--- config.mk ---
export PLATFORM = sky130hd
export DESIGN_NAME = rau_mul
export DESIGN_NICKNAME = d
export VERILOG_FILES = /design/src/rtl/rational_arith_unit_assert.svh /design/src/rtl/rau_pkg.sv /design/src/rtl/rau_mul.sv
export SDC_FILE = /design/constraint.sdc
export NUM_CORES = 2
export LEC_CHECK = 0
export ABC_AREA = 1
export BUFFER_PORTS_ARGS = -buffer_cell sky130_fd_sc_hd__buf_2
export CORE_ASPECT_RATIO = 1.4
export CORE_UTILIZATION = 30
export CTS_BUF_LIST = sky130_fd_sc_hd__clkbuf_16
export DETAILED_ROUTE_END_ITERATION = 12
export HOLD_SLACK_MARGIN = 0.1
export SETUP_SLACK_MARGIN = 0.1
export SLEW_MARGIN = 25
export SYNTH_ARGS = -nofsm -noshare
export SYNTH_HDL_FRONTEND = slang
export SYNTH_SLANG_ARGS = --single-unit
--- constraint.sdc ---
create_clock -name clk -period 18 [get_ports clk]
set_input_delay 5.4 -clock clk [delete_from_list [all_inputs] [get_ports clk]]
set_output_delay 5.4 -clock clk [all_outputs]
set_load 0.01 [all_outputs]
--- src/rtl/rational_arith_unit_assert.svh ---
// Assertion macros used by the rational arithmetic unit RTL.
`ifndef RATIONAL_ARITH_UNIT_ASSERT_SVH
`define RATIONAL_ARITH_UNIT_ASSERT_SVH

// Same-cycle implication, checked on the rising edge outside reset.
`define RAU_ASSERT_IMP(lbl, ck, rs, ante, cons, msg) \
  lbl: assert property (@(posedge ck) disable iff (rs) (ante) |-> (cons)) \
    else $error(msg);

// Next-cycle implication, checked on the rising edge outside reset.
`define RAU_ASSERT_NXT(lbl, ck, rs, ante, cons, msg) \
  lbl: assert property (@(posedge ck) disable iff (rs) (ante) |=> (cons)) \
    else $error(msg);

`endif

--- src/rtl/rau_pkg.sv ---
// Shared types, codes and helpers for the rational arithmetic unit.
`timescale 1ns / 1ps
`default_nettype none

package rau_pkg;

  // Operand and product widths
  localparam int FW = 32;
  localparam int PW = 64;
  localparam int LIMIT_W = 31;
  localparam logic [LIMIT_W-1:0] LIMIT_RESET = 31'd10000000;

  // Stream widths
  localparam int IN_W = 136;
  localparam int OUT_W = 72;

  // Opcodes
  localparam logic [3:0] OP_ADD    = 4'd0;
  localparam logic [3:0] OP_SUB    = 4'd1;
  localparam logic [3:0] OP_MUL    = 4'd2;
  localparam logic [3:0] OP_DIV    = 4'd3;
  localparam logic [3:0] OP_MOD    = 4'd4;
  localparam logic [3:0] OP_LT     = 4'd5;
  localparam logic [3:0] OP_GT     = 4'd6;
  localparam logic [3:0] OP_LE     = 4'd7;
  localparam logic [3:0] OP_GE     = 4'd8;
  localparam logic [3:0] OP_EQ     = 4'd9;
  localparam logic [3:0] OP_REDUCE = 4'd10;
  localparam logic [3:0] OP_NAT    = 4'd11;

  // Error codes
  localparam logic [2:0] ERR_OK   = 3'd0;
  localparam logic [2:0] ERR_ZDEN = 3'd1;
  localparam logic [2:0] ERR_DIVZ = 3'd2;
  localparam logic [2:0] ERR_OVF  = 3'd3;
  localparam logic [2:0] ERR_OPC  = 3'd4;

  // Status of an iterative unit
  typedef struct packed {
    logic busy;
    logic done;
  } unit_stat_t;

  function automatic logic [FW-1:0] mag32(input logic signed [FW-1:0] x);
    return x[FW-1] ? FW'(-x) : FW'(x);
  endfunction

  function automatic logic [PW-1:0] mag64(input logic signed [PW-1:0] x);
    return x[PW-1] ? PW'(-x) : PW'(x);
  endfunction

endpackage

`default_nettype wire

--- src/rtl/rau_mul.sv ---
// Registered signed 32 x 32 multiplier shared by the sequencer.
`timescale 1ns / 1ps
`default_nettype none

module rau_mul (
  input  wire logic                           clk,
  input  wire logic signed [rau_pkg::FW-1:0]  a,
  input  wire logic signed [rau_pkg::FW-1:0]  b,
  output logic signed [rau_pkg::PW-1:0]       p
);

  // Full-width product, registered
  always_ff @(posedge clk) begin
    p <= rau_pkg::PW'(a) * rau_pkg::PW'(b);
  end

endmodule

`default_nettype wire

# After elaboration in Yosys (flattened, before gate mapping)
# Cells that the tools add are included.
dict set report classes {
  n_reduce_logical 0
  div_mod_pow 0
  n_lt_le_gt_ge 0
  muxes 0
  shifts 0
  mul 1
  n_eq_ne 0
  bitwise_logic 0
  addsub 0
}
# cell n
set ops {}
lappend ops {{$mul A32 B32 Y64} 1}
dict set report word_totals {
  reg_bits 64
  mem_count 0
  mem_bits_ro 0
  output_inout_bits 64
  latchBits 0
  mem_bits_rw 0
}

# Depth between registers and ports, before layout
dict set report logic_depth {
  depth_word 1
  depth_mapped 31
}

# Worst setup path before layout
# No wires, ideal clock.
dict set report synth_path {
  path_kind {input-to-reg}
  from {input a[31] (netlist bit)}
  to {register p[59] (netlist bit)}
  arrival_time_ps 11932
  cell_stages 27
  path_buffers 1
  setup_time_ps 113
  slack_ps 5956
  cell_sequence {clkbuf_1 > nand2_1 > inv_1 > fa_1 > inv_1 > fa_1 > inv_1 > fa_1 > fa_1 > inv_1 > fa_1 > inv_1 > fa_1 > inv_1 > fa_1 > fa_1 > inv_1 > ha_1 > nand2_2 > nor2_1 > inv_1 > nor2_1 > nand2_1 > nor3_1 > nand2_1 > nand4_1 > nand2_1}
}
dict set report synth_between {
  elab_chain_len 1
}
# item line_no
set synth_lines {}
lappend synth_lines {{from (decl)} rau_mul.sv:7} ;# input wire logic signed [rau_pkg::FW-1:0] a,
lappend synth_lines {{$mul A32 B32 Y64} rau_mul.sv:14} ;# p <= rau_pkg::PW'(a) * rau_pkg::PW'(b);
lappend synth_lines {{to (signal assigned)} rau_mul.sv:14}
lappend synth_lines {{to (decl)} rau_mul.sv:9} ;# output logic signed [rau_pkg::PW-1:0] p
# No other way between the ends.

# Final worst setup path
dict set report layout_path {
  from {input b[2] (netlist bit)}
  to {register p[59] (netlist bit)}
}
dict set report layout_between {
  elab_chain_len 1
}
# item line_no
set layout_lines {}
lappend layout_lines {{from (decl)} rau_mul.sv:8} ;# input wire logic signed [rau_pkg::FW-1:0] b,
lappend layout_lines {{$mul A32 B32 Y64} rau_mul.sv:14}
# No other way between the ends.

==> impl_summary.txt <==
----------------------------------------------------
[Run status]
  Outcome ... finished, final reports clean

[Finish]
  Final cell area excluding filler cells ... 42,800 um2
  Largest register by flop count ... p
  Largest register FFs ... 64
  Layout area overhead ... 6.39%
  Largest registers in the final layout ... p: 64 flops
  Layout cells sized above 1 ... 4.70%
  Number of nets in the layout ... 6,415

[STA]
  Setup violations, final ... 0
  Pin slew with the least headroom to its limit ... 961 ps
  Tcrit/Tclk final ... 72.5%
  Tmin final ... 13,050 ps
  Total negative slack ... 0 ps
  Number of slew-limit violations in the final report ... 0
  Unrepaired setup endpoints after global routing ... false
  Worst hold slack ... 5620 ps
  Worst max-slew margin expressed relative to the limit ... 35.9%
  Highest clock frequency the design can meet ... 76.6 MHz
  Final Hold Fails ... 0

[Detailed routing]
  1st-iter DRT viols ... 1,975
  Routed length per placed instance ... 17.3 um
  DRC viols ... 0
  Pre-Repair DR Iteration Count ... 5
  Via density per instance ... 4.47
  Via count of the routed design ... 30,700
  DRT antenna net count ... 0
  Aggregate routed wire length ... 118,000 um

[Clock tree]
  Root buffer cell ... sky130_fd_sc_hd__clkbuf_16
  Post-CTS setup buffer count ... 0
  Clock slew seen by the registers of the worst setup and hold paths ... 70 ps
  Cts repair resizes ... 0
  CTS H-Tree Depth ... 3
  Clock tree from TritonCTS ... yes
  Hold buffer count at CTS ... 0
  Clock buffers created by TritonCTS ... 9
  Clock net sink count ... 64
  Number of buffers between clock root and the deepest sink ... 2

[Die]
  Core Area ... 133,000 um2
  Height of the die ... 435 um
  Initial core utilization ... 30.3%
  Number of standard-cell rows in the floorplan ... 158
  DIE WIDTH ... 311 um
  I/O pin count ... 129
  Floorplan die area ... 136,000 um2

[Worst setup path]
  Setup crit start kind ... primary input
  Crit-path slowest cell ... sky130_fd_sc_hd__fa_1
  Startpoint of the most critical setup path ... b[2]
  Top cell family by delay on the critical path ... adder cells
  Delay contributed by the slowest stage of the critical path ... 1020 ps
  Startpoint-to-endpoint class of the critical path ... in -> reg
  Crit path buffers/inverters ... 7
  Data arrival time of the critical path ... 13,320 ps
  Maximum fanout along the worst path ... 32
  Worst Setup End Kind ... flip-flop
  Most numerous cell on the critical path ... sky130_fd_sc_hd__fa_1
  Required arrival time at the worst endpoint ... 18,270 ps

[Min path]
  Hold crit path type ... in -> reg
  Hold Path Origin ... a[0]

[Placement]
  DP HPWL ... 102,000 um
  RePlAce Congestion ... 0.936
  Post-placement cell area ... 42,400 um2
  Count of buffers inserted at the top-level ports ... 128

[GRT]
  Pin count of the biggest net entering global routing ... 33
  Total gr overflow ... 0
  Via count of the first global-routing pass ... 33,500
  GRT Overall Usage ... 18.1%
  First-pass GRT wire length ... 189,000 um
  Number of antenna violations at the first check in global routing ... 23

[Yosys]
  Primary FF master, synth ... sky130_fd_sc_hd__dfxtp_1
  Share of synthesized registers carrying an async set or reset ... 0%
  Sequential cell area fraction in the yosys report ... 3.19%
  Post-Syn Area ... 40,200 um2
  Number of instances in the synthesized netlist ... 5,124
  Number of warning messages in the yosys log ... 0
  Post-synth EDFFs ... 0
  Synthesized Nets ... 6,455
  Avg Synthesized Cell Area ... 7.85 um2
  Register bit total from synthesis ... 64
  Count of unique library cells instantiated by Yosys ... 27

[Flow run]
  Reported max-cap violation count ... 0

----------------------------------------------------
-- kinds of logic after synthesis --
group | after synthesis | share of synthesized area [%]
compound gates | 95 | 1.26
xor+xnor | 34 | 0.741
fa+ha+maj | 1266 | 59.6
buf+inv | 1892 | 17.7
flops | 64 | 3.19
simple gates | 1773 | 17.5
-- worst paths after layout --
path / end / depth (start not counted)
max: p[59] / 25
min: p[0] / 4
-- cell type report --
type / count / area, um2
repair buffers: 141 / 738
diodes: 11 / 27.5
clock inverters: 7 / 95.1
multi-input cells: 3168 / 31800
fillers: 14000 / 89900
clock buffers: 9 / 225
flip-flops and latches: 64 / 1280
inverters: 1700 / 6380
well taps: 1760 / 2200
-- metal layers --
metal / vias up / GRT usage (%) / routed length, um
li1: 13900 / - / -
met1: 15800 / 20.9 / 43500
met2: 807 / 34.5 / 65900
met3: 205 / 1.64 / 4840
met4: 10 / 6.14 / 4160
met5: - / 0 / 54
-- cell usage after synthesis (all sizes together) (2+ instances only) --
library cell  count  area share [%]
nand3b            6            0.11
clkbuf          192             1.8
nor3             16            0.26
ha              184             5.7
nand2          1525              14
xor2             31            0.68
a21o              2           0.037
nand4            13            0.20
a21oi            63            0.79
fa             1082              54
xnor2             3           0.065
o21bai            8            0.15
or2               7            0.11
inv            1700              16
nor2            127             1.4
o21ai            21            0.26
dfxtp            64             3.2
nand3            79             1.1
-- metrics by stage --
stage,util (%),setup WS (ps),std cells
floorplan,-,5960,5124
global placement,32.0,4750,6833
detailed placement,32.0,4530,6833
CTS,32.2,4950,6849
global route,32.2,4530,6858
finish,32.2,4950,6860
-- cell usage in the layout (no fill, tap or decap), types with 62 or more instances in the layout --
master,netlist,routed
sky130_fd_sc_hd__a21oi_1,62,62
sky130_fd_sc_hd__buf_2,0,128
sky130_fd_sc_hd__dfxtp_1,64,64
sky130_fd_sc_hd__fa_1,1082,1082
sky130_fd_sc_hd__ha_1,184,184
sky130_fd_sc_hd__inv_1,1692,1691
sky130_fd_sc_hd__nand2_1,1504,1504
sky130_fd_sc_hd__nand3_1,73,73
sky130_fd_sc_hd__nor2_1,93,93
Power is left out: the tool's default activity adds up to more than one toggle a clock period on the data nets, which glitch-free logic cannot reach.
