==> src/rtl/rational_arith_unit_assert.svh <==
// Assertion macros used by the rational arithmetic unit RTL.
`ifndef RATIONAL_ARITH_UNIT_ASSERT_SVH
`define RATIONAL_ARITH_UNIT_ASSERT_SVH

// Same-cycle implication, checked on the rising edge outside reset.
`define RAU_ASSERT_IMP(lbl, ck, rs, ante, cons, msg) \
  lbl: assert property (@(posedge ck) disable iff (rs) (ante) |-> (cons)) \
    else $error(msg);

// Next-cycle implication, checked on the rising edge outside reset.
`define RAU_ASSERT_NXT(lbl, ck, rs, ante, cons, msg) \
  lbl: assert property (@(posedge ck) disable iff (rs) (ante) |=> (cons)) \
    else $error(msg);

`endif

==> src/rtl/rau_pkg.sv <==
// Shared types, codes and helpers for the rational arithmetic unit.
`timescale 1ns / 1ps
`default_nettype none

package rau_pkg;

  // Operand and product widths
  localparam int FW = 32;
  localparam int PW = 64;
  localparam int LIMIT_W = 31;
  localparam logic [LIMIT_W-1:0] LIMIT_RESET = 31'd10000000;

  // Stream widths
  localparam int IN_W = 136;
  localparam int OUT_W = 72;

  // Opcodes
  localparam logic [3:0] OP_ADD    = 4'd0;
  localparam logic [3:0] OP_SUB    = 4'd1;
  localparam logic [3:0] OP_MUL    = 4'd2;
  localparam logic [3:0] OP_DIV    = 4'd3;
  localparam logic [3:0] OP_MOD    = 4'd4;
  localparam logic [3:0] OP_LT     = 4'd5;
  localparam logic [3:0] OP_GT     = 4'd6;
  localparam logic [3:0] OP_LE     = 4'd7;
  localparam logic [3:0] OP_GE     = 4'd8;
  localparam logic [3:0] OP_EQ     = 4'd9;
  localparam logic [3:0] OP_REDUCE = 4'd10;
  localparam logic [3:0] OP_NAT    = 4'd11;

  // Error codes
  localparam logic [2:0] ERR_OK   = 3'd0;
  localparam logic [2:0] ERR_ZDEN = 3'd1;
  localparam logic [2:0] ERR_DIVZ = 3'd2;
  localparam logic [2:0] ERR_OVF  = 3'd3;
  localparam logic [2:0] ERR_OPC  = 3'd4;

  // Status of an iterative unit
  typedef struct packed {
    logic busy;
    logic done;
  } unit_stat_t;

  function automatic logic [FW-1:0] mag32(input logic signed [FW-1:0] x);
    return x[FW-1] ? FW'(-x) : FW'(x);
  endfunction

  function automatic logic [PW-1:0] mag64(input logic signed [PW-1:0] x);
    return x[PW-1] ? PW'(-x) : PW'(x);
  endfunction

endpackage

`default_nettype wire

==> src/rtl/rau_div.sv <==
// Bit-serial restoring divider, 64-bit unsigned, one quotient bit per cycle.
`timescale 1ns / 1ps
`default_nettype none

module rau_div (
  input  wire logic                       clk,
  input  wire logic                       rst,
  input  wire logic                       start,
  input  wire logic [rau_pkg::PW-1:0]     dividend,
  input  wire logic [rau_pkg::PW-1:0]     divisor,
  output rau_pkg::unit_stat_t             stat,
  output logic [rau_pkg::PW-1:0]          quotient,
  output logic [rau_pkg::PW-1:0]          remainder
);

  localparam int CW = $clog2(rau_pkg::PW);

  logic                   busy;
  logic                   done;
  logic [CW-1:0]          cnt;
  logic [rau_pkg::PW-1:0] quo;
  logic [rau_pkg::PW-1:0] rem;
  logic [rau_pkg::PW-1:0] dsr;
  logic [rau_pkg::PW:0]   trial;
  logic [rau_pkg::PW:0]   diff;
  logic                   fits;

  // Trial subtraction for the next quotient bit
  assign trial = {rem, quo[rau_pkg::PW-1]};
  assign diff  = trial - {1'b0, dsr};
  assign fits  = trial >= {1'b0, dsr};

  // Iteration control and datapath
  always_ff @(posedge clk) begin
    if (rst) begin
      busy <= 1'b0;
      done <= 1'b0;
      cnt  <= '0;
    end else begin
      done <= 1'b0;
      if (start) begin
        busy <= 1'b1;
        cnt  <= '0;
        quo  <= dividend;
        rem  <= '0;
        dsr  <= divisor;
      end else if (busy) begin
        rem <= fits ? diff[rau_pkg::PW-1:0] : trial[rau_pkg::PW-1:0];
        quo <= {quo[rau_pkg::PW-2:0], fits};
        cnt <= cnt + 1'b1;
        if (cnt == CW'(rau_pkg::PW - 1)) begin
          busy <= 1'b0;
          done <= 1'b1;
        end
      end
    end
  end

  assign stat.busy = busy;
  assign stat.done = done;
  assign quotient  = quo;
  assign remainder = rem;

endmodule

`default_nettype wire

==> config.mk <==
export PLATFORM = sky130hd
export DESIGN_NAME = rau_div
export DESIGN_NICKNAME = d
export VERILOG_FILES = /design/src/rtl/rational_arith_unit_assert.svh /design/src/rtl/rau_pkg.sv /design/src/rtl/rau_div.sv
export SDC_FILE = /design/constraint.sdc
export NUM_CORES = 1
export LEC_CHECK = 0
export ABC_AREA = 0
export ABC_CLOCK_PERIOD_IN_PS = 17990
export BUFFER_PORTS_ARGS = -buffer_cell sky130_fd_sc_hd__clkbuf_2
export CELL_PAD_IN_SITES_DETAIL_PLACEMENT = 0
export CELL_PAD_IN_SITES_GLOBAL_PLACEMENT = 1
export CORE_ASPECT_RATIO = 1.1
export CORE_MARGIN = 8
export CORE_UTILIZATION = 46
export DETAILED_ROUTE_END_ITERATION = 12
export GPL_TIMING_DRIVEN = 0
export PLACE_DENSITY = 0.95
export SKIP_LAST_GASP = 1
export SYNTH_ARGS = -nofsm -noshare
export SYNTH_HDL_FRONTEND = slang
export SYNTH_SLANG_ARGS = --single-unit
==> constraint.sdc <==
create_clock -name clk -period 17.99 [get_ports clk]
set_input_delay 1.799 -clock clk [delete_from_list [all_inputs] [get_ports clk]]
set_output_delay 1.799 -clock clk [all_outputs]
set_load 0.005 [all_outputs]
* After elaboration in Yosys (flattened, before gate mapping)
Cells that the tools add are included.
Operators by class: add/sub/neg operators 2, order comparisons 1, equality and inequality tests 1, muxes and demuxes 8, bitwise gates (word level) 2, reductions and logical operators 5
Operators by type and width (number):
- $mux 64 | 4
- $ge 65x64->1 | 1
- $sub 64x64->64 | 1
- $add 6x1->6 const B | 1
- $eq 6x6->1 const B | 1
- $mux 1 | 4
- $reduce_and 2->1 | 2
- $reduce_or 3->1 | 1
- $not 1->1 | 2
- $reduce_bool 2->1 | 1
- $reduce_or 2->1 | 1
Storage, ports and cells: register bits 200, input port bits 131, output and inout port bits 130, logic and storage cells 25

* Logic depth before layout (Yosys ltp)
word-level depth 4, mapped depth 14

* Worst setup path before layout
Ideal clock, no wire load.
path kind input port to flip-flop, from in start, to reg quo (netlist bit quotient[0]), enable pin, setup time 0.617 ns, data arrival time 7.501 ns, slack 9.872 ns, cell stages on the path 3, path through clkbuf_1 nor2_1 nor2_1
Between the ends: cells in the longest elaborated chain, start to end 2
Ends and longest elaborated chain:
- start, declared | RTL line rau_div.sv:8 | input wire logic start,
- $reduce_bool 2->1 (no line)
- $reduce_and 2->1 (no line)
- end signal, assigned | RTL line rau_div.sv:44 | quo <= dividend;
- end signal, assigned | RTL line rau_div.sv:49 | quo <= {quo[rau_pkg::PW-2:0], fits};
- end, declared | RTL line rau_div.sv:21 | logic [rau_pkg::PW-1:0] quo;
No other way between the ends. A chain may end at the register's enable or synchronous reset.

* Worst setup path in the final report
from in start, to reg rem (netlist bit remainder[15]) (data pin)
RTL lines:
- end signal, assigned | RTL line rau_div.sv:48 | rem <= fits ? diff[rau_pkg::PW-1:0] : trial[rau_pkg::PW-1:0];
- end, declared | RTL line rau_div.sv:22 | logic [rau_pkg::PW-1:0] rem;
No word-level cell between the ends.

==> metrics.md <==
| Metric | Value |
|---|---|
| Fmax | `262 MHz` |
| Fin cells | `1854` |
| Worst Clk Skew | `19.9 ps` |
| Final setup violating endpoints | `0` |
| Sw frac | `0.342` |
| Full die area | `32300 um^2` |
| Post-Place Cells | `1823` |
| Net load switching power | `482 uW` |
| P&R area growth vs syn | `19.6%` |
| Die width | `172 um` |
| Drt first pass iters | `7` |
| Post-synth EDFFs | `192` |
| Hold Path Origin | `cnt[5]` |
| HPWL after DPL | `29800 um` |
| Ant diodes | `0` |
| Synth top area share | `0.467` |
| Vias per cell | `5.65` |
| Average size of a mapped cell | `10.3 um^2` |
| Area after DPL | `14200 um^2` |
| CP Capture Type | `flip-flop` |
| PwrDens | `95.6 nW/um^2` |
| Residual DRC | `0` |
| Reg clk slew, reported paths | `80 ps` |
| Clock power share | `0.267` |
| Avg WL per Cell | `20.4 um` |
| Vias post-DR | `10500` |
| Largest net degree at the start of global routing | `38` |
| Reg-to-reg startpoint | `remainder[38]` |
| Netlist cell types | `74` |
| Vias in the first global route | `10700` |
| Clock root buffer | `clkbuf_16` |
| Max-cap violation count | `0` |
| Row cnt | `63` |
| Layout cells sized above 1 | `0.289` |
| Synth Cell Area | `12300 um^2` |
| Final-layout fill cell count | `2422` |
| Post-CTS setup buffers | `0` |
| DR iter-0 viols | `663` |
| Initial Utilization | `0.463` |
| Gr usage total | `0.234` |
| R2R setup slack | `14270 ps` |
| Post-synth top area cell | `edfxtp_1` |
| Critical path class | `input port to flip-flop` |
| Synth async-reset ratio | `0` |
| CTS buffer count | `17` |
| Post-synthesis register bit count | `200` |
| Synth Instances | `1201` |
| Global-route wire length before repair | `58400 um` |
| Routability cong. | `0.936` |
| Worst vdd ir | `0.0484 mV` |
| Rel. slew slack | `0.367` |
| Final antenna-violating net count | `0` |
| Pins Over Slew Limit | `0` |
| Initial antenna violation count | `2` |
| Main area contributors after synthesis | `edfxtp_1, ha_1, mux2_2` |
| Fin nets | `1682` |
| Clock Latency Late Sink | `450 ps` |
| CTS hold repair buffers | `0` |
| Area of the core | `26600 um^2` |
| Port bufs | `260` |
| Worst Max-Slew Pin Slew | `941 ps` |
| CTS tree | `yes` |
| IO Count | `261` |
| Combinational share of power | `0.318` |
| Syn nets | `1398` |
| Tmin final | `3810 ps` |
| Grt total ovfl | `0` |
| Type of the tightest min-delay check | `flip-flop to flip-flop` |
| Worst Setup SP | `start` |
| Crit path required time | `18150 ps` |
| Status | `complete, no violations` |
| Fin. Hold Viols | `0` |
| Fin area | `14800 um^2` |
| Synth warnings | `0` |
| RSZ-0062 raised after global routing | `false` |
| H-tree depth | `4` |
| Register area share after synthesis | `0.480` |
| Setup TNS Final | `0 ps` |
| Post_cts resized | `0` |
| Leak pwr | `6.23 nW` |
| Max clock buf depth | `2` |
| Die Span Y | `188 um` |
| Part of the power in registers | `0.415` |
| Clock Sinks | `200` |
| Critical path launch point type | `input port` |
| Period utilization | `0.212` |
| CP arrival | `3970 ps` |
| Dominant synthesized flop cell | `edfxtp_1` |
| Cell Int Power | `928 uW` |
| Final wirelength | `37800 um` |
| Crit path max fanout | `10` |
==> metal layers <==
| layer | GRT usage | vias to the layer above | wire (um) |
|---|---|---|---|
| li1 | - | 4996 | - |
| met1 | 0.273 | 4986 | 15100 |
| met2 | 0.400 | 429 | 18600 |
| met3 | 0.0705 | 56 | 3270 |
| met4 | 0.0773 | 4 | 896 |
| met5 | 0 | - | 23 |
==> logic make-up after synthesis <==
family / Yosys count / synth area share
AOI/OAI and AO/OA: 325 / 0.173
xor gates and xnor gates: 52 / 0.0369
adders and majority gates: 66 / 0.0675
buffers and inverters: 145 / 0.0503
DFF: 200 / 0.480
muxes: 66 / 0.0600
and+or+nand+nor: 347 / 0.132
==> state kept, by name, indices dropped and copies added (netlist names) <==
signal,flops
dsr,64
quotient,64
busy,1
cnt,6
done,1
remainder,64
==> Yosys cell counts (7+ instances only) <==
cell type and number:
or3_1 8, xor2_1 28, a211oi_1 8, nand2b_1 7, dfxtp_1 8, a211oi_2 10, nor3_1 15, a21o_1 28
o21bai_1 8, nand3_1 22, nand4_1 31, xnor2_1 24, mux2_2 64, buf_4 7, a21oi_1 128, edfxtp_1 192
clkbuf_1 22, nand2_1 149, nor2_1 67, o21ai_1 13, o21a_1 13, nor2b_1 10, o211ai_1 13, buf_2 34
ha_1 65, and3_1 7, o21ai_0 42, a31oi_1 10, inv_1 78, nor4_1 8
==> stage by stage <==
step	power (mW)	hold slack, ps	util	setup WS, ps
floorplan	0.895	445	-	9870
global placement	1.03	465	0.529	6740
detailed placement	1.04	483	0.533	13770
CTS	1.42	501	0.554	14260
global route	1.48	553	0.554	14080
finish	1.41	504	0.554	14180
==> worst paths after layout <==
path         cells past startpoint            end
min reg2reg                      2           done
max reg2reg                     12  remainder[41]
min                              2           done
max                              5  remainder[15]
==> final cells by class <==
| class | instances | area [um^2] | area share |
|---|---|---|---|
| clock buffer | 19 | 433 | 0.0293 |
| inverter | 78 | 293 | 0.0198 |
| sequential | 200 | 5930 | 0.402 |
| clock inverter | 12 | 119 | 0.00806 |
| tap | 357 | 447 | 0.0303 |
| buffer | 67 | 328 | 0.0222 |
| multi-input combinational | 856 | 5810 | 0.394 |
| timing repair buffer | 265 | 1400 | 0.0950 |
==> worst max-delay path, stage by stage <==
cell	delay [ps]
clkbuf_2	190
clkbuf_1	570
clkbuf_1	760
clkbuf_1	540
a21oi_1	90
==> placed cells by master, fill, tap and decap left out, types with 34 or more instances in the layout <==
cell type | Yosys | final
buf_2 | 34 | 34
a21oi_1 | 128 | 128
inv_1 | 78 | 78
clkbuf_2 | 0 | 260
ha_1 | 65 | 65
mux2_2 | 64 | 64
nand2_1 | 149 | 149
nor2_1 | 67 | 65
edfxtp_1 | 192 | 192
o21ai_0 | 42 | 42
==> power by group through the flow <==
stage	sequential, mW	combinational, mW	clock, mW
global placement	0.600	0.432	0
global route	0.590	0.495	0.397
CTS	0.586	0.446	0.383
floorplan	0.595	0.300	0
finish	0.586	0.448	0.377
detailed placement	0.596	0.443	0
(Power assumes the default switching activity.)
