## config.mk

```make
export PLATFORM = sky130hd
export DESIGN_NAME = rau_gcd
export DESIGN_NICKNAME = d
export VERILOG_FILES = /design/src/rtl/rational_arith_unit_assert.svh /design/src/rtl/rau_pkg.sv /design/src/rtl/rau_gcd.sv
export SDC_FILE = /design/constraint.sdc
export NUM_CORES = 1
export LEC_CHECK = 0
export ABC_CLOCK_PERIOD_IN_PS = 13300
export BUFFER_PORTS_ARGS = -buffer_cell sky130_fd_sc_hd__buf_2
export CAP_MARGIN = 20
export CORE_MARGIN = 2
export CORE_UTILIZATION = 55
export DETAILED_ROUTE_END_ITERATION = 7
export MAX_ROUTING_LAYER = met4
export PLACE_DENSITY = 0.78
export SYNTH_ARGS = -nofsm -noshare
export SYNTH_HDL_FRONTEND = slang
export SYNTH_SLANG_ARGS = --single-unit
```

## constraint.sdc

```tcl
create_clock -name clk -period 13.3 [get_ports clk]
set_clock_uncertainty 0.1 [all_clocks]
set_input_delay 0.665 -clock clk [delete_from_list [all_inputs] [get_ports clk]]
set_output_delay 0.665 -clock clk [all_outputs]
set_load 0.01 [all_outputs]
```

## src/rtl/rational_arith_unit_assert.svh

```systemverilog
// Assertion macros used by the rational arithmetic unit RTL.
`ifndef RATIONAL_ARITH_UNIT_ASSERT_SVH
`define RATIONAL_ARITH_UNIT_ASSERT_SVH

// Same-cycle implication, checked on the rising edge outside reset.
`define RAU_ASSERT_IMP(lbl, ck, rs, ante, cons, msg) \
  lbl: assert property (@(posedge ck) disable iff (rs) (ante) |-> (cons)) \
    else $error(msg);

// Next-cycle implication, checked on the rising edge outside reset.
`define RAU_ASSERT_NXT(lbl, ck, rs, ante, cons, msg) \
  lbl: assert property (@(posedge ck) disable iff (rs) (ante) |=> (cons)) \
    else $error(msg);

`endif

```

## src/rtl/rau_pkg.sv

```systemverilog
// Shared types, codes and helpers for the rational arithmetic unit.
`timescale 1ns / 1ps
`default_nettype none

package rau_pkg;

  // Operand and product widths
  localparam int FW = 32;
  localparam int PW = 64;
  localparam int LIMIT_W = 31;
  localparam logic [LIMIT_W-1:0] LIMIT_RESET = 31'd10000000;

  // Stream widths
  localparam int IN_W = 136;
  localparam int OUT_W = 72;

  // Opcodes
  localparam logic [3:0] OP_ADD    = 4'd0;
  localparam logic [3:0] OP_SUB    = 4'd1;
  localparam logic [3:0] OP_MUL    = 4'd2;
  localparam logic [3:0] OP_DIV    = 4'd3;
  localparam logic [3:0] OP_MOD    = 4'd4;
  localparam logic [3:0] OP_LT     = 4'd5;
  localparam logic [3:0] OP_GT     = 4'd6;
  localparam logic [3:0] OP_LE     = 4'd7;
  localparam logic [3:0] OP_GE     = 4'd8;
  localparam logic [3:0] OP_EQ     = 4'd9;
  localparam logic [3:0] OP_REDUCE = 4'd10;
  localparam logic [3:0] OP_NAT    = 4'd11;

  // Error codes
  localparam logic [2:0] ERR_OK   = 3'd0;
  localparam logic [2:0] ERR_ZDEN = 3'd1;
  localparam logic [2:0] ERR_DIVZ = 3'd2;
  localparam logic [2:0] ERR_OVF  = 3'd3;
  localparam logic [2:0] ERR_OPC  = 3'd4;

  // Status of an iterative unit
  typedef struct packed {
    logic busy;
    logic done;
  } unit_stat_t;

  function automatic logic [FW-1:0] mag32(input logic signed [FW-1:0] x);
    return x[FW-1] ? FW'(-x) : FW'(x);
  endfunction

  function automatic logic [PW-1:0] mag64(input logic signed [PW-1:0] x);
    return x[PW-1] ? PW'(-x) : PW'(x);
  endfunction

endpackage

`default_nettype wire

```

## src/rtl/rau_gcd.sv

```systemverilog
// Binary (shift and subtract) greatest common divisor of two nonzero values.
`timescale 1ns / 1ps
`default_nettype none

module rau_gcd (
  input  wire logic                       clk,
  input  wire logic                       rst,
  input  wire logic                       start,
  input  wire logic [rau_pkg::FW-1:0]     x_in,
  input  wire logic [rau_pkg::FW-1:0]     y_in,
  output rau_pkg::unit_stat_t             stat,
  output logic [rau_pkg::FW-1:0]          g
);

  localparam int KW = $clog2(rau_pkg::FW);

  logic                   busy;
  logic                   done;
  logic [rau_pkg::FW-1:0] x;
  logic [rau_pkg::FW-1:0] y;
  logic [KW-1:0]          k;

  // One reduction step per cycle
  always_ff @(posedge clk) begin
    if (rst) begin
      busy <= 1'b0;
      done <= 1'b0;
    end else begin
      done <= 1'b0;
      if (start) begin
        busy <= 1'b1;
        x    <= x_in;
        y    <= y_in;
        k    <= '0;
      end else if (busy) begin
        priority if (x == y) begin
          g    <= x << k;
          busy <= 1'b0;
          done <= 1'b1;
        end else if (!x[0] && !y[0]) begin
          x <= x >> 1;
          y <= y >> 1;
          k <= k + 1'b1;
        end else if (!x[0]) begin
          x <= x >> 1;
        end else if (!y[0]) begin
          y <= y >> 1;
        end else if (x > y) begin
          x <= x - y;
        end else begin
          y <= y - x;
        end
      end
    end
  end

  assign stat.busy = busy;
  assign stat.done = done;

endmodule

`default_nettype wire

```

After elaboration in Yosys (flattened, before gate mapping) --
Index checks and enable logic that the tools add are counted.
Word-level totals: flip-flop bits (word level) 103, output and inout bits 34, logic and storage cells 55, input bits 67
Operators by class: $add $sub $neg 3, shift-type cells 1, bitwise operators 3, muxes and demuxes 21, equality and inequality tests 5, $lt $le $gt $ge 1, reductions and logical operators 13
Operators by type and width (count):
- 2-to-1 mux 32 bit | 14
- subtractor 32 bit | 2
- == test 32 bit | 1
- greater-than comparator 32 bit | 1
- left shift 32 x 5 -> 32 bit | 1
- 2-to-1 mux 5 bit | 3
- AND reduction 4 bit | 3
- AND reduction 5 bit | 2
- adder 5 x 1 -> 5 bit (second input constant) | 1
- 2-to-1 mux 1 bit | 4
- != test 4 x 2 -> 1 bit (second input constant) | 1
- != test 4 x 3 -> 1 bit (second input constant) | 1
- != test 4 bit (second input constant) | 1
- nonzero test 2 bit | 2
- NOT 1 bit | 3
- AND reduction 3 bit | 1
- nonzero test 3 bit | 1
- OR reduction 3 bit | 1
- logical NOT 1 bit | 2
- != test 2 bit (second input constant) | 1
- logical AND 1 bit | 1

Longest topological paths before layout --
depth in word-level cells 8, gate-level depth with buffers 14, gate-level depth less buffers 13

Least setup slack after synthesis --
No wires, ideal clock.
path kind reg-to-reg, start register x[11] (netlist name), end register g[0] (netlist name) (enable), arrival time 5.239 ns, cell stages (with the launch flop) 8, period minus slack after synthesis 5.853 ns, setup time 0.514 ns, path buffers 1, setup slack 7.447 ns, cell sequence edfxtp_1 -> ha_1 -> buf_2 -> nand2_1 -> nor3_1 -> nand4_1 -> or4_4 -> nor4b_1
Between the ends: word-level cells in the longest chain between the ends 2
Ends and longest elaborated chain:
- start: declaration | line rau_gcd.sv:19 | logic [rau_pkg::FW-1:0] x;
- start signal: assignment | line rau_gcd.sv:32 | x <= x_in;
- start signal: assignment | line rau_gcd.sv:41 | x <= x >> 1;
- start signal: assignment | line rau_gcd.sv:45 | x <= x >> 1;
- == test 32 bit | line rau_gcd.sv:36 | priority if (x == y) begin
- AND reduction 4 bit (no line)
- end signal: assignment | line rau_gcd.sv:37 | g <= x << k;
- end: declaration | line rau_gcd.sv:12 | output logic [rau_pkg::FW-1:0] g
Every way passes these cells. A chain may end at the register's enable or synchronous reset.

Worst setup path in the final report --
start register x[25] (netlist name), end register y[30] (netlist name) (data pin)
Between the ends: word-level cells in the longest chain between the ends 8
Ends and longest elaborated chain:
- subtractor 32 bit | line rau_gcd.sv:51 | y <= y - x;
- 2-to-1 mux 32 bit | line rau_gcd.sv:48 | end else if (x > y) begin
- 2-to-1 mux 32 bit | line rau_gcd.sv:46 | end else if (!y[0]) begin
- 2-to-1 mux 32 bit | line rau_gcd.sv:44 | end else if (!x[0]) begin
- 2-to-1 mux 32 bit | line rau_gcd.sv:40 | end else if (!x[0] && !y[0]) begin
- 2-to-1 mux 32 bit | line rau_gcd.sv:36
- 2-to-1 mux 32 bit | line rau_gcd.sv:35 | end else if (busy) begin
- 2-to-1 mux 32 bit | line rau_gcd.sv:30 | if (start) begin
- end signal: assignment | line rau_gcd.sv:33 | y <= y_in;
- end signal: assignment | line rau_gcd.sv:42 | y <= y >> 1;
- end signal: assignment | line rau_gcd.sv:47 | y <= y >> 1;
- end: declaration | line rau_gcd.sv:20 | logic [rau_pkg::FW-1:0] y;
Every way passes these cells. The select of a mux whose other input is x is not followed.

==> reports/summary.md <==
### Yosys
- **cell accounting for the most synthesized area** sky130_fd_sc_hd__edfxtp_1
- **fraction of the mapped netlist area in compound gates** 0.269
- **Net Count, Synth** 1,260
- **Mapped Avg Cell Area** 8.53 µm²
- **Top FF cell, synth** sky130_fd_sc_hd__edfxtp_1
- **post-synthesis cell type count** 70
- **largest family of logic cells by synthesized area** compound AO/OA/AOI/OAI gates
- **number of enable-type register cells in the synthesized netlist** 101
- **number of warnings printed during yosys synthesis** 0
- **top post-synthesis cells by area** sky130_fd_sc_hd__edfxtp_1 32%, sky130_fd_sc_hd__ha_1 8.5%, sky130_fd_sc_hd__a21oi_1 6.2%
- **arithmetic-cell share of the synthesized area counting full adders, half adders and majority gates** 0.0889
- **fraction of registers with async set or reset after synthesis** 0
- **#FFs+latches synth** 103
- **xor-xnor portion of the synthesized cell area** 0.0538
- **basic-gate share of the synthesized area counting and, or, nand and nor cells** 0.121
- **mapped cell area** 9600 µm²
- **number of instances in the synthesized netlist** 1,126
- **share of Yosys cell area claimed by the top area cell type** 0.316
- **multiplexer area fraction after synthesis** 0.0618
- **register area share after synthesis** 0.320

### Critical path
- **slowest cell delay on critical path** 0.63 ns
- **launching element type of the critical path** flop
- **start-to-end type of the worst setup path** reg -> reg
- **combined buffer and inverter count along the critical path** 1
- **cell type group with the largest total delay on the critical path** simple AND/OR/NAND/NOR gates
- **ordered list of cells on the worst path** ha_1 > nand4_1 > nor3_2 > nand3_1 > or4_4 > o21a_2 > nor2_2 > buf_4 > nand2_1 > o211ai_1
- **Worst Path Required** 13.39 ns
- **Critical Path Slowest Stage Cell** sky130_fd_sc_hd__ha_1
- **maximum fanout count along the critical path** 15
- **arrival time at the worst endpoint** 4.36 ns
- **endpoint kind of the worst setup timing path** flop

### Pwr
- **static leakage** 4.48 nW
- **part of the total power dissipated in sequential elements** 0.352
- **pwr dens** 112 nW/µm²
- **maximum vdd drop** 0.0661 mV
- **switching share of power** 0.403
- **Comb power frac** 0.409
- **switching power total** 472 µW
- **clock share of power** 0.239
- **Internal Power** 697 µW

### Floorplan
- **effective utilization at floorplan** 0.559
- **total die area** 18,500 µm²
- **die extent in x** 136 µm
- **row count** 48
- **number of placed I/O pins** 101
- **Vert. Die Dim** 136 µm
- **standard cell core area** 17,200 µm²

### Timing
- **number of hold violations in the final report** 0
- **maximum clock rate** 0.234 GHz
- **Slew @ Worst Pin** 1.00 ns
- **worst rel slew slack** 0.332
- **number of failing setup endpoints in the final timing report** 0
- **count of pins over their slew limit** 0
- **final worst path period need** 4.27 ns
- **TNS Setup** 0 ns
- **setup repair after global routing missed its margin** false
- **final critical-path share of the clock period** 0.321

### Route
- **final wirelength** 29,200 µm
- **detailed-route DRC error count** 0
- **DR iter-0 viols** 978
- **DR pass1 iterations** 5
- **routed wirelength normalized by instance count** 20.9 µm
- **antenna viol nets, final** 0
- **detail-routed via count per cell** 6.29
- **total via count in the routed design** 8,791

### Global route
- **global-route congestion overflow total** 0
- **via count of the first global-routing pass** 8,196
- **antenna violations before repair** 0
- **largest net degree at the start of global routing** 67
- **global-route usage over all layers** 0.327
- **first-pass GRT wire length** 44,900 µm

### Clock tree
- **number of buffers inserted by post-CTS setup repair** 0
- **number of buffers added by the clock tree synthesis step** 9
- **clock tree from TritonCTS** built
- **Root Buffer** sky130_fd_sc_hd__clkbuf_16
- **CTS max path bufs** 2
- **number of H-tree branching levels** 3
- **clk sink count** 103
- **Worst-Skew Late Latency** 0.37 ns
- **clock-pin slew of the registers on the worst-case setup and hold paths** 0.08 ns
- **Post-CTS Hold Fix Bufs** 0
- **quantity of gates resized following cts** 0

### Cells and area
- **fin cells** 1,397
- **fill cell count** 1,570
- **nets** 1,301
- **number of antenna diodes** 0
- **share of cells above drive strength 1** 0.141
- **Area growth syn-to-layout** 8.32%

### Outcome
- **outcome** complete, no violations

### Placement
- **gp weighted congestion** 1.02
- **HPWL after detailed placement** 22,200 µm
- **number of port buffers** 100
- **placed insts** 1,381

### Run
- **total of max-cap violations** 0

### Hold path
- **type of the most critical hold path** reg -> reg

==> flip-flops by register name (all words and copies together) (netlist names) <==
name / count
g: 32
y: 32
busy: 1
x: 32
done: 1
k: 5
==> per-layer routing <==
| metal | global-route usage | up-vias | share of wire |
|---|---|---|---|
| met2 | 0.481 | 414 | 0.43 |
| met4 | 0.126 | 0 | 0.034 |
| li1 | - | 4139 | - |
| met5 | - | - | 0 |
| met1 | 0.453 | 4172 | 0.45 |
| met3 | 0.0522 | 66 | 0.081 |
==> logic make-up after synthesis <==
family,after synthesis
adders and majority gates,67
DFF,103
xor gates and xnor gates,59
buffers and inverters,198
muxes,46
AOI/OAI and AO/OA,394
and+or+nand+nor,259
==> final cells by class <==
type                    instances  area, µm²  area share
clock buffers                   9        225      0.0217
clock inverters                 7       71.3     0.00686
inverters                     119        447      0.0430
multi-input cells             825       5730       0.551
flip-flops and latches        103       3070       0.296
well taps                     225        282      0.0271
repair buffers                109        571      0.0549
==> power by group through the flow <==
stage / logic, mW / registers [mW] / clock network, mW
floorplan: 0.350 / 0.409 / 0
global placement: 0.464 / 0.417 / 0
detailed placement: 0.462 / 0.418 / 0
CTS: 0.466 / 0.411 / 0.279
global route: 0.517 / 0.414 / 0.289
finish: 0.478 / 0.412 / 0.279
==> placed cells by master (no fill, tap or decap), types with 30 or more instances in the layout <==
master                       n
sky130_fd_sc_hd__mux2i_1    30
sky130_fd_sc_hd__a21oi_1   118
sky130_fd_sc_hd__nand2_1   122
sky130_fd_sc_hd__xnor2_1    45
sky130_fd_sc_hd__buf_2      99
sky130_fd_sc_hd__nor2_1     66
sky130_fd_sc_hd__ha_1       65
sky130_fd_sc_hd__edfxtp_1  101
sky130_fd_sc_hd__o21ai_0    79
sky130_fd_sc_hd__inv_1     119
sky130_fd_sc_hd__a21o_1     30
==> per-stage QoR <==
stage                     hold slack [ns]   util  power [mW]  area (µm²)  setup slack [ns]
after global placement              0.444  0.588       0.881       10100              9.21
after floorplan                     0.380      -       0.759        9600              7.45
after CTS                           0.454  0.605        1.16       10400              9.12
final                               0.464  0.605        1.17       10400              9.03
after detailed placement            0.442  0.588       0.880       10100              9.15
after global routing                0.479  0.605        1.22       10400              8.83
==> cells in the mapped netlist, types with 4 or more instances <==
| library cell | number |
|---|---|
| sky130_fd_sc_hd__nor2_1 | 66 |
| sky130_fd_sc_hd__xnor2_1 | 45 |
| sky130_fd_sc_hd__o31ai_1 | 4 |
| sky130_fd_sc_hd__a221oi_1 | 18 |
| sky130_fd_sc_hd__nor2b_1 | 6 |
| sky130_fd_sc_hd__o22ai_1 | 8 |
| sky130_fd_sc_hd__mux4_2 | 10 |
| sky130_fd_sc_hd__mux2_2 | 6 |
| sky130_fd_sc_hd__nand3_1 | 19 |
| sky130_fd_sc_hd__inv_1 | 119 |
| sky130_fd_sc_hd__nand2_1 | 122 |
| sky130_fd_sc_hd__a21o_1 | 30 |
| sky130_fd_sc_hd__a221oi_2 | 12 |
| sky130_fd_sc_hd__a22oi_1 | 14 |
| sky130_fd_sc_hd__edfxtp_1 | 101 |
| sky130_fd_sc_hd__ha_1 | 65 |
| sky130_fd_sc_hd__o21bai_1 | 17 |
| sky130_fd_sc_hd__buf_2 | 17 |
| sky130_fd_sc_hd__o211ai_1 | 10 |
| sky130_fd_sc_hd__a211oi_1 | 15 |
| sky130_fd_sc_hd__a31oi_1 | 9 |
| sky130_fd_sc_hd__o221ai_1 | 5 |
| sky130_fd_sc_hd__xor2_1 | 14 |
| sky130_fd_sc_hd__mux2i_1 | 30 |
| sky130_fd_sc_hd__o21a_1 | 13 |
| sky130_fd_sc_hd__nand2b_1 | 4 |
| sky130_fd_sc_hd__o21ai_0 | 79 |
| sky130_fd_sc_hd__o21ai_1 | 12 |
| sky130_fd_sc_hd__clkbuf_1 | 44 |
| sky130_fd_sc_hd__nand4_1 | 13 |
| sky130_fd_sc_hd__buf_1 | 6 |
| sky130_fd_sc_hd__or3_1 | 5 |
| sky130_fd_sc_hd__buf_4 | 9 |
| sky130_fd_sc_hd__nor3_1 | 5 |
| sky130_fd_sc_hd__and2_1 | 4 |
| sky130_fd_sc_hd__a21oi_1 | 118 |
==> final timing paths <==
| check | to | slack, ns | depth (start not counted) | from |
|---|---|---|---|---|
| hold reg to reg | done$_SDFF_PP0_ | 0.46 | 1 | busy$_SDFF_PP0_ |
| setup reg to reg | y[30]$_DFFE_PP_ | 9.03 | 10 | x[25]$_DFFE_PP_ |
| setup / recovery | y[30]$_DFFE_PP_ | 9.03 | 10 | x[25]$_DFFE_PP_ |
| hold / removal | done$_SDFF_PP0_ | 0.46 | 1 | busy$_SDFF_PP0_ |
Note: power is estimated with default switching activity, not from simulation.
